## src/design/cft_pkg.sv

```systemverilog
// Shared types and constants for the CSV field tokenizer.
// Used by cft_step, cft_queue and csv_field_tokenizer_top; depends on nothing.
package cft_pkg;

  localparam logic [7:0] CH_QUOTE    = 8'h22;
  localparam logic [7:0] CH_LF       = 8'h0A;
  localparam logic [7:0] CH_CR       = 8'h0D;
  localparam logic [7:0] DELIM_RESET = 8'h2C;

  localparam logic ACT_BYTE = 1'b0;
  localparam logic ACT_EOT  = 1'b1;

  localparam logic [1:0] KIND_DATA  = 2'd0;
  localparam logic [1:0] KIND_FIELD = 2'd1;
  localparam logic [1:0] KIND_ROW   = 2'd2;

  // Result queue depth; an item is processed only while two slots are free.
  localparam int QDEPTH   = 4;
  localparam int QPTR_W   = $clog2(QDEPTH);
  localparam int QCNT_W   = $clog2(QDEPTH + 1);

  typedef struct packed {
    logic       action;
    logic [7:0] text_byte;
  } item_t;

  typedef struct packed {
    logic [1:0] kind;
    logic [7:0] data_byte;
    logic       unclosed_quote;
    logic       last;
  } res_t;

  typedef struct packed {
    logic [1:0] num;
    res_t       res0;
    res_t       res1;
  } push_t;

endpackage

```

## src/design/cft_step.sv

```systemverilog
// Tokenizer flags and the per-item decode: one item in, up to two results out.
// Depends on cft_pkg.
module cft_step (
  input  logic            clk,
  input  logic            rst_n,
  input  logic            adv,
  input  cft_pkg::item_t  item,
  input  logic [7:0]      delimiter,
  output cft_pkg::push_t  push
);

  logic in_q_r, q_pend_r, cr_pend_r, row_st_r;
  logic in_q_nxt, q_pend_nxt, cr_pend_nxt, row_st_nxt;

  always_comb begin
    logic           iq, qp, crp, rs, done;
    logic [1:0]     n;
    logic [7:0]     c;
    cft_pkg::res_t  r [2];
    iq   = in_q_r;
    qp   = q_pend_r;
    crp  = cr_pend_r;
    rs   = row_st_r;
    done = 1'b0;
    n    = 2'd0;
    c    = item.text_byte;
    r[0] = '0;
    r[1] = '0;
    if (item.action == cft_pkg::ACT_EOT) begin
      if (crp) begin
        if (rs) begin
          r[n[0]] = '{cft_pkg::KIND_ROW, 8'd0, 1'b0, 1'b0};
          n = n + 2'd1;
        end
      end else if (iq) begin
        r[n[0]] = '{cft_pkg::KIND_ROW, 8'd0, 1'b1, 1'b0};
        n = n + 2'd1;
      end else if (rs) begin
        r[n[0]] = '{cft_pkg::KIND_ROW, 8'd0, 1'b0, 1'b0};
        n = n + 2'd1;
      end
      iq  = 1'b0;
      qp  = 1'b0;
      crp = 1'b0;
      rs  = 1'b0;
    end else begin
      // Resolve a pending CR first: CRLF ends the row, else the CR ends a field.
      if (crp) begin
        crp = 1'b0;
        if (c == cft_pkg::CH_LF) begin
          if (rs) begin
            r[n[0]] = '{cft_pkg::KIND_ROW, 8'd0, 1'b0, 1'b0};
            n = n + 2'd1;
          end
          rs   = 1'b0;
          done = 1'b1;
        end else begin
          r[n[0]] = '{cft_pkg::KIND_FIELD, 8'd0, 1'b0, 1'b0};
          n  = n + 2'd1;
          rs = 1'b1;
        end
      end
      // Quote right after a closing quote: literal quote, reopen quoting.
      if (!done && qp) begin
        qp = 1'b0;
        if (c == cft_pkg::CH_QUOTE) begin
          iq = 1'b1;
          rs = 1'b1;
          r[n[0]] = '{cft_pkg::KIND_DATA, c, 1'b0, 1'b0};
          n    = n + 2'd1;
          done = 1'b1;
        end
      end
      if (!done && iq) begin
        rs = 1'b1;
        if (c == cft_pkg::CH_QUOTE) begin
          iq = 1'b0;
          qp = 1'b1;
        end else begin
          r[n[0]] = '{cft_pkg::KIND_DATA, c, 1'b0, 1'b0};
          n = n + 2'd1;
        end
        done = 1'b1;
      end
      if (!done) begin
        if (c == cft_pkg::CH_QUOTE) begin
          iq = 1'b1;
          rs = 1'b1;
        end else if (c == delimiter) begin
          r[n[0]] = '{cft_pkg::KIND_FIELD, 8'd0, 1'b0, 1'b0};
          n  = n + 2'd1;
          rs = 1'b1;
        end else if (c == cft_pkg::CH_LF) begin
          if (rs) begin
            r[n[0]] = '{cft_pkg::KIND_ROW, 8'd0, 1'b0, 1'b0};
            n = n + 2'd1;
          end
          rs = 1'b0;
        end else if (c == cft_pkg::CH_CR) begin
          crp = 1'b1;
        end else begin
          r[n[0]] = '{cft_pkg::KIND_DATA, c, 1'b0, 1'b0};
          n  = n + 2'd1;
          rs = 1'b1;
        end
      end
    end
    // Mark the final result of this item.
    if (n == 2'd2) begin
      r[1].last = 1'b1;
    end else if (n == 2'd1) begin
      r[0].last = 1'b1;
    end
    in_q_nxt    = iq;
    q_pend_nxt  = qp;
    cr_pend_nxt = crp;
    row_st_nxt  = rs;
    push.num    = adv ? n : 2'd0;
    push.res0   = r[0];
    push.res1   = r[1];
  end

  always_ff @(posedge clk) begin
    if (!rst_n) begin
      in_q_r    <= 1'b0;
      q_pend_r  <= 1'b0;
      cr_pend_r <= 1'b0;
      row_st_r  <= 1'b0;
    end else if (adv) begin
      in_q_r    <= in_q_nxt;
      q_pend_r  <= q_pend_nxt;
      cr_pend_r <= cr_pend_nxt;
      row_st_r  <= row_st_nxt;
    end
  end

endmodule

```

## src/design/cft_queue.sv

```systemverilog
// Result queue: takes up to two results a cycle, hands out one.
// Depends on cft_pkg.
module cft_queue (
  input  logic            clk,
  input  logic            rst_n,
  input  cft_pkg::push_t  push,
  output logic            room2,
  output logic            out_valid,
  input  logic            out_stall,
  output cft_pkg::res_t   head
);

  cft_pkg::res_t                mem_r [cft_pkg::QDEPTH];
  logic [cft_pkg::QPTR_W-1:0]   wp_r, rp_r, wp_nxt, rp_nxt;
  logic [cft_pkg::QCNT_W-1:0]   cnt_r, cnt_nxt;
  logic                         pop;

  assign out_valid = (cnt_r != '0);
  assign head      = mem_r[rp_r];
  assign pop       = out_valid && !out_stall;
  assign room2     = (cnt_r <= cft_pkg::QCNT_W'(cft_pkg::QDEPTH - 2));

  always_comb begin
    wp_nxt  = wp_r + cft_pkg::QPTR_W'(push.num);
    rp_nxt  = rp_r + cft_pkg::QPTR_W'(pop);
    cnt_nxt = cnt_r + cft_pkg::QCNT_W'(push.num) - cft_pkg::QCNT_W'(pop);
  end

  always_ff @(posedge clk) begin
    if (!rst_n) begin
      wp_r  <= '0;
      rp_r  <= '0;
      cnt_r <= '0;
    end else begin
      wp_r  <= wp_nxt;
      rp_r  <= rp_nxt;
      cnt_r <= cnt_nxt;
    end
  end

  always_ff @(posedge clk) begin
    if (push.num != 2'd0) begin
      mem_r[wp_r] <= push.res0;
    end
    if (push.num == 2'd2) begin
      mem_r[wp_r + cft_pkg::QPTR_W'(1)] <= push.res1;
    end
  end

endmodule

```

## src/design/csv_field_tokenizer_top.sv

```systemverilog
// Top level of the CSV field tokenizer: input register, config register,
// decode stage and result queue. Depends on cft_pkg, cft_step, cft_queue.
//
// Usage:
//   Input channel (in_valid / in_stall): one item per accepted edge, either
//   a text byte (in_action = byte) or end of text, which closes the open row.
//   Result channel (out_valid / out_stall): field data bytes, field ends and
//   row ends, in text order; out_last marks the final result of an item.
//   Items that cause no result (quotes, a pending CR, an empty row end)
//   produce nothing on the result channel.
//   cfg_we / cfg_wdata write the delimiter; write it only while idle.
// Path: an accepted item is held in the input register, decoded by cft_step
//   and its results are written into the result queue, whose head is the output.
// Throughput: one item per cycle while each item gives at most one result
//   and the receiver keeps up. An item with two results (CR resolved as a
//   field end plus the next byte) needs a second output slot, as the
//   single-result output port drains the four-entry result queue.
// Reset: synchronous, active low; clears all tokenizer flags, empties the
//   queue and sets the delimiter back to a comma.
// Stall: while out_stall is high the queue fills; once fewer than two slots
//   are free the decode stage holds its item and in_stall rises.
module csv_field_tokenizer_top (
  input  logic       clk,
  input  logic       rst_n,
  input  logic       cfg_we,
  input  logic [7:0] cfg_wdata,
  input  logic       in_valid,
  output logic       in_stall,
  input  logic       in_action,
  input  logic [7:0] in_text_byte,
  output logic       out_valid,
  input  logic       out_stall,
  output logic [1:0] out_kind,
  output logic [7:0] out_data_byte,
  output logic       out_unclosed_quote,
  output logic       out_last
);

  logic [7:0]      delim_r;
  logic            item_vld_r;
  cft_pkg::item_t  item_r;
  logic            room2;
  logic            adv;
  cft_pkg::push_t  push;
  cft_pkg::res_t   head;

  // Advance the held item only when the queue can take both its results.
  assign adv      = item_vld_r && room2;
  assign in_stall = item_vld_r && !room2;

  always_ff @(posedge clk) begin
    if (!rst_n) begin
      delim_r <= cft_pkg::DELIM_RESET;
    end else if (cfg_we) begin
      delim_r <= cfg_wdata;
    end
  end

  // Input register: load whenever the held item leaves or none is held.
  always_ff @(posedge clk) begin
    if (!rst_n) begin
      item_vld_r <= 1'b0;
    end else if (!in_stall) begin
      item_vld_r <= in_valid;
    end
  end

  always_ff @(posedge clk) begin
    if (!in_stall && in_valid) begin
      item_r.action    <= in_action;
      item_r.text_byte <= in_text_byte;
    end
  end

  cft_step u_step (
    .clk       (clk),
    .rst_n     (rst_n),
    .adv       (adv),
    .item      (item_r),
    .delimiter (delim_r),
    .push      (push)
  );

  cft_queue u_queue (
    .clk       (clk),
    .rst_n     (rst_n),
    .push      (push),
    .room2     (room2),
    .out_valid (out_valid),
    .out_stall (out_stall),
    .head      (head)
  );

  assign out_kind           = head.kind;
  assign out_data_byte      = head.data_byte;
  assign out_unclosed_quote = head.unclosed_quote;
  assign out_last           = head.last;

endmodule
```

## config.mk

```make
export PLATFORM = sky130hd
export DESIGN_NAME = csv_field_tokenizer_top
export DESIGN_NICKNAME = d
export VERILOG_FILES = /design/src/design/cft_pkg.sv /design/src/design/cft_step.sv /design/src/design/cft_queue.sv /design/src/design/csv_field_tokenizer_top.sv
export SDC_FILE = /design/constraint.sdc
export NUM_CORES = 1
export LEC_CHECK = 0
export BUFFER_PORTS_ARGS = -buffer_cell sky130_fd_sc_hd__buf_2
export CAP_MARGIN = 10
export CORE_MARGIN = 2
export CORE_UTILIZATION = 40
export DETAILED_ROUTE_END_ITERATION = 12
export PLACE_DENSITY_LB_ADDON = 0.08
export RECOVER_POWER = 50
export SKIP_LAST_GASP = 1
export SLEW_MARGIN = 25
export SYNTH_ARGS = -nofsm -noshare
export SYNTH_HDL_FRONTEND = slang
export SYNTH_SLANG_ARGS = --single-unit
```

## constraint.sdc

```tcl
create_clock -name clk -period 4.9 [get_ports clk]
set_input_delay 0.245 -clock clk [delete_from_list [all_inputs] [get_ports clk]]
set_output_delay 0.245 -clock clk [all_outputs]
set_load 0.005 [all_outputs]
```

==> results.md, run 1 <==
* Overall power at 1.65 mW
* Max_cap viols at 0
* Critical Path, Cell by Cell: or3b_1 -> o41ai_2 -> nor3_2 -> nor2_2 -> inv_2 -> ha_1 -> or4_1 -> a22oi_1 -> nor3_2 -> a211oi_4 -> or2_1 -> ha_1 -> inv_1 -> ha_1 -> inv_1 -> fa_1 -> xor2_1 -> xnor2_1 -> and2_1
* Worst slew margin at 0.351
* Post-route clock period utilization at 0.941
* GR Util All Layers at 0.169
* Area of the core at just under 10,000 um^2
* Total Wirelength at between 8000 and 9000 um
* Share of power burned in registers at 0.495
* Net switching power at 0.473 mW
* Drt wl/cell at about 17 um
* Post-place setup slack at 0.253 ns
* Asr flop ratio synth at 0
* Max H-tree Level at 3
* Clk root buf: clkbuf_8
* # DRC at 0
* Internal power at 1.17 mW
* Register area share after synthesis at 0.538
* Syn. warnings at 0
* IO buf count at 35
* Worst stage delay on the critical path at 0.53 ns
* Clock buffer count from CTS at 9
* CTS tree: yes
* Most common cell after layout, fill and taps aside: edfxtp_1
* Pre-Repair DR Iteration Count at 4
* Combinational Power Share at 0.200
* Fill cell count at 922
* Final setup vio count at 0
* Critical Path End Type: register
* Via Count at between 2,000 and 3,000
* First-pass GRT wire length at about 13,000 um
* Startpoint Class: register
* Die Wd at 103 um
* Worst hold path class: in2reg
* Mean Syn Cell Area at 12.4 um^2
* Routed Antenna Nets at 0
* Syn Std Cell Area at 3930 um^2
* Die Area at 10,600 um^2
* Clock skew at 0.0114 ns
* Pins Over Slew Limit at 0
* Die Height at just over 100 um
* Min Tclk post-route at around 4.6 ns
* Clock power share at 0.305
* Req. time, crit path at just over 5 ns
* Total grt overflow at 0
* Yosys cell types at 59
* Post-Synthesis Net Count at 346
* GPL Wtd Cong at 0.879
* Initial Util at 0.408
* Final Core Density at 0.469
* CTS max path bufs at 2
* Critical-path maximum fanout at 7
* Worst-skew pair later-pin latency at 0.35 ns
* 1st-iter DRT viols at 118
* FMAX at approximately 220 MHz
* DR vias/cell at slightly above 5
* CP max-delay cell: or3b_1
* Num rows at 36
* Fin nets at 388
* Clk sinks at 77
* Hold Fails Final Rpt at 0
* Syn Inst Count at 317
* Yosys reg bits at 77
* Clock transition at the registers of the reported paths at 0.09 ns
* Number of global-route vias before repair at 2,498
* Slew @ Worst Pin at 0.965 ns
* Detail Placement HPWL at 5980 um
* Layout cell share with drive strength beyond 1 at 0.247
* Antenna Diode Count at 0
* Fin worst setup slack at roughly 0.29 ns
* Status: complete, no violations
* Lkg Pwr at 1.66 nW
* Ports at 36
* Largest net degree at the start of global routing at 21
* Pwr dens at 364 nW/um^2
* Area grow syn2layout at 15.1%
* Initial antenna violation count at 0
* Number of synthesized flops with an enable pin at 57
* Most frequent cells in the layout: edfxtp_1 (57), buf_2 (26), nor2b_1 (24)
* Sw Share at 0.287
* WP data arrival at 4.86 ns
* Crit path kind: reg2reg
* Max VDD drop at approximately 0.18 mV
* Ys flop type: edfxtp_1
* Crit path top cell by count: ha_1
[per-layer routing]
layer / share of wire / vias up / global-route usage / routed length, um
li1: - / 1268 / - / -
met1: 0.45 / 1231 / 0.229 / 3800
met2: 0.49 / 66 / 0.266 / 4070
met3: 0.045 / 11 / 0.0366 / 373
met4: 0.013 / 0 / 0.0628 / 112
met5: 0 / - / 0 / 0
[critical path, delay by kind of cell (launching register included)]
kind	cells	cell delay, ns
buf+inv	3	0.18
compound gates	3	0.91
fa+ha+maj	4	1.03
simple gates	7	1.73
flops	1	0.39
xor+xnor	2	0.28
[state kept, by name, indices dropped and copies added, names as in the netlist]
signal,flops
u_step.in_q_r,1
item_vld_r,1
delim_r,8
u_step.q_pend_r,1
u_queue.mem_r,48
u_queue.cnt_r,3
u_queue.wp_r,2
u_step.row_st_r,1
item_r,9
u_queue.rp_r,2
u_step.cr_pend_r,1
[layout make-up]
type / instances / area, um^2 / share of cell area
inverter: 7 / 26.3 / 0.00581
clock buffer: 9 / 124 / 0.0274
clock inverter: 7 / 80.1 / 0.0177
sequential: 77 / 2110 / 0.467
timing repair buffer: 50 / 278 / 0.0614
tap: 133 / 166 / 0.0368
multi-input combinational: 214 / 1730 / 0.384
[cells in the mapped netlist, types with 8 or more instances]
library cell | n | area (um^2)
nor2_1 | 10 | 37.5
clkbuf_1 | 13 | 48.8
and2_1 | 28 | 175
o21a_1 | 8 | 60.1
xor2_1 | 11 | 96.3
dfxtp_1 | 20 | 400
nand2_1 | 17 | 63.8
mux4_2 | 12 | 270
a21oi_1 | 9 | 45.0
mux2i_1 | 10 | 100
nor2b_1 | 24 | 150
edfxtp_1 | 57 | 1710
[final timing paths]
kind | start | endpoint | slack (ns) | depth (start not counted)
max | item_r[2]$_DFFE_PP_ | u_queue.cnt_r[2]$_SDFF_PN0_ | 0.29 | 19
min | in_text_byte[2] | item_r[2]$_DFFE_PP_ | 0.07 | 1
max reg2reg | item_r[2]$_DFFE_PP_ | u_queue.cnt_r[2]$_SDFF_PN0_ | 0.29 | 19
min reg2reg | delim_r[5]$_SDFFE_PN1P_ | delim_r[5]$_SDFFE_PN1P_ | 0.50 | 2
[kinds of logic after synthesis]
logic type / Yosys count / synth area share
buffers and inverters: 26 / 0.0277
AND/OR/NAND/NOR: 115 / 0.174
multiplexers: 22 / 0.0943
XOR/XNOR: 13 / 0.0290
adder cells (fa/ha/maj): 7 / 0.0242
AO/OA/AOI/OAI: 57 / 0.113
flip-flops: 77 / 0.538
[through the flow]
stage | std cells | hold slack, ns | area [um^2] | setup TNS, ns
after detailed placement | 478 | 0.423 | 4300 | 0
after CTS | 494 | 0.0457 | 4510 | 0
after global placement | 478 | 0.423 | 4300 | 0
after floorplan | 317 | 0.344 | 3930 | 0
final | 497 | 0.0652 | 4520 | 0
after global routing | 497 | 0.0414 | 4520 | -0.000370
[power by group through the flow]
stage,clock network [mW],logic [mW],registers [mW]
6_report,0.503,0.330,0.815
5_1_grt,0.542,0.377,0.825
4_1_cts,0.516,0.338,0.818
3_5_place_dp,0,0.336,0.833
3_3_place_gp,0,0.336,0.832
2_1_floorplan,0,0.265,0.785
[what timing repair did]
item,4_1_cts,5_1_grt
endpoints found under the hold margin,0,0
hold buffers,0,0
buffers inserted,0,3
endpoints found under the setup margin,0,1
gates resized for setup,0,1
Note: power is estimated with default switching activity, not from simulation.
==> run 2, diff against run 1 <==
--- a/config.mk
+++ b/config.mk
@@ -7,7 +7,6 @@
 export LEC_CHECK = 0
 export BUFFER_PORTS_ARGS = -buffer_cell sky130_fd_sc_hd__buf_2
 export CAP_MARGIN = 10
-export CORE_MARGIN = 2
 export CORE_UTILIZATION = 40
 export DETAILED_ROUTE_END_ITERATION = 12
 export PLACE_DENSITY_LB_ADDON = 0.08
==> run 2 against run 1 <==
Net effect: critical path depth stayed put; combinational power is essentially flat; largest power group unchanged; global-route usage increased by 0.81 points; clock-buffer cell count stayed put; critical endpoint unchanged; utilization rose by 0.85 points; first-iteration DRC count shrank 20%.
==> results.md, run 2 (synthesis gave the netlist of run 1 again) <==
* Fill cell count at 888 (-3.7%)
* Top Registers: u_queue.mem_r (48), item_r (9), delim_r (8)
* Fin cells at 491 (-1.2%)
* Placed cells at 475 (-0.63%)
* Initial Util at 0.419 (+0.0116)
* IO buf count at 35 (unchanged)
* Routed Antenna Nets at 0 (unchanged)
* Clock buffer count from CTS at 9 (unchanged)
* 1st-iter DRT viols at 94 (-20%)
* Startpoint Class: register
* Via Count at 2,532 (-1.7%)
* Lkg Pwr at 1.65 nW (-1.2%)
* DR vias/cell at 5.16 (-0.51%)
* Die Wd at 101 um (-1.9%)
* CTS tree: yes
* Pwr dens at 358 nW/um^2 (-1.9%)
* GPL Wtd Cong at 0.824 (-6.3%)
* DR WL met2 at 3860 um (-5.1%)
* Status: complete, no violations
* Final setup vio count at 0 (unchanged)
* Largest register by flop count: u_queue.mem_r
* Max_cap viols at 0 (unchanged)
* Post CTS Setup Buffer Count at 0 (unchanged)
* Total grt overflow at 0 (unchanged)
* Die Height at 101 um (-1.9%)
* Clock skew at 0.00951 ns (-0.00188 ns)
* Setup TNS at 0 ns (unchanged)
* Detail Placement HPWL at 5900 um (-1.3%)
* Worst-skew pair later-pin latency at 0.35 ns (about the same)
* WP data arrival at 4.73 ns (-0.13 ns)
* Slew @ Worst Pin at 0.923 ns (-0.0416 ns)
* Number of global-route vias before repair at 2,466 (-1.3%)
* Worst stage delay on the critical path at 0.52 ns (about the same)
* First-pass GRT wire length at 13,300 um (+0.16%)
* Worst path buffer plus inverter count at 3 (unchanged)
* GR Util All Layers at 0.177 (+0.00805)
* Worst path top cell family by delay: simple AND/OR/NAND/NOR gates
* Critical Path, Cell by Cell: or3b_1 -> o31ai_1 -> a21oi_1 -> nor2_2 -> inv_2 -> ha_1 -> or4_1 -> a22oi_1 -> nor3_2 -> a211oi_4 -> or2_1 -> ha_1 -> inv_1 -> ha_1 -> inv_1 -> fa_1 -> xor2_1 -> xnor2_1 -> and2_1
* Hold Fails Final Rpt at 0 (unchanged)
* Num rows at 35 (-2.8%)
* Pre-Repair DR Iteration Count at 4 (unchanged)
* WL met1 at 3880 um (+2.1%)
* Worst hold path class: in2reg
* Max H-tree Level at 3 (unchanged)
* Crit path top cell by count: ha_1
* WL met3 at 307 um (-18%)
* Largest register FFs at 48 (unchanged)
* Crit path kind: reg2reg
* Top Layer Used: met4
* Pins Over Slew Limit at 0 (unchanged)
* RSZ-0062 raised after global routing: no
* Reg area at 2110 um^2 (unchanged)
* Min Tclk post-route at 4.48 ns (-0.131 ns)
* # DRC at 0 (unchanged)
* Die Area at 10,200 um^2 (-3.8%)
* CTS resizes at 0 (unchanged)
* Ports at 36 (unchanged)
* Req. time, crit path at 5.15 ns (about the same)
* CTS max path bufs at 2 (unchanged)
* Most common cell after layout, fill and taps aside: edfxtp_1
* Clk sinks at 77 (unchanged)
* Initial antenna violation count at 0 (unchanged)
* Hold Buf Count CTS at 0 (unchanged)
* CP max-delay cell: or3b_1
* Max VDD drop at 0.152 mV (-17%)
* Drt wl/cell at 16.6 um (-1.1%)
* Total Wirelength at 8170 um (-2.3%)
* Antenna Diode Count at 0 (unchanged)
* Layout cell share with drive strength beyond 1 at 0.249 (+0.00137)
* Largest net degree at the start of global routing at 21 (unchanged)
* FMAX at 223 MHz (+2.9%)
* Area of the multi-input gates at 1730 um^2 (-0.29%)
* Critical Path End Type: register
* Most frequent cells in the layout: edfxtp_1 (57), buf_2 (31), nor2b_1 (24)
* Critical-path maximum fanout at 7 (unchanged)
* Clk root buf: clkbuf_8
* Area grow syn2layout at 13.9%
* Fin nets at 386 (-0.52%)
* Post-route clock period utilization at 0.914 (-0.0268)
* Clock transition at the registers of the reported paths at 0.09 ns (about the same)
* Area of the core at 9370 um^2 (-2.8%)
* Overall power at 1.60 mW (-2.9%)
* Worst slew margin at 0.384 (+0.0328)
run 2: cell count changes in the layout (fill, tap and decap cells not counted), sizes merged:
cell	before	now
buf	41	43
bufinv	1	0
clkbuf	18	14
clkinv	1	2
clkinvlp	1	2
inv	11	10
run 2: cell type report:
cell class	count	area share
clock inverters	7	0.0129
multi-input cells	214	0.386
flip-flops and latches	77	0.472
repair buffers	48	0.0590
inverters	7	0.00587
clock buffers	9	0.0277
well taps	129	0.0361
run 2: metrics by stage:
| stage | worst slack (ns) | hold WS, ns | area [um^2] | util |
|---|---|---|---|---|
| floorplan | 0.480 | 0.344 | 3930 | - |
| global placement | 0.512 | 0.422 | 4310 | 0.459 |
| detailed placement | 0.433 | 0.423 | 4310 | 0.459 |
| CTS | 0.434 | 0.0428 | 4490 | 0.479 |
| global route | 0.102 | 0.0382 | 4470 | 0.477 |
| finish | 0.420 | 0.0573 | 4470 | 0.477 |
run 2: layer usage:
layer,vias up,track usage
met5,-,0
met4,0,0.0669
met3,10,0.0277
met2,58,0.283
met1,1202,0.243
li1,1262,-
run 2: path summary, 6_finish.rpt:
check / from / to / slack (ns) / cells after the start
worst max-delay path: item_r[2]$_DFFE_PP_ / u_queue.cnt_r[2]$_SDFF_PN0_ / 0.42 / 19
worst min register to register: delim_r[5]$_SDFFE_PN1P_ / delim_r[5]$_SDFFE_PN1P_ / 0.51 / 2
worst min-delay path: in_text_byte[3] / item_r[3]$_DFFE_PP_ / 0.06 / 1
worst max register to register: item_r[2]$_DFFE_PP_ / u_queue.cnt_r[2]$_SDFF_PN0_ / 0.42 / 19
run 2: power breakdown:
group / internal, mW / total [mW] / switching [mW]
logic: 0.188 / 0.333 / 0.145
clock network: 0.191 / 0.456 / 0.265
registers: 0.747 / 0.812 / 0.0651
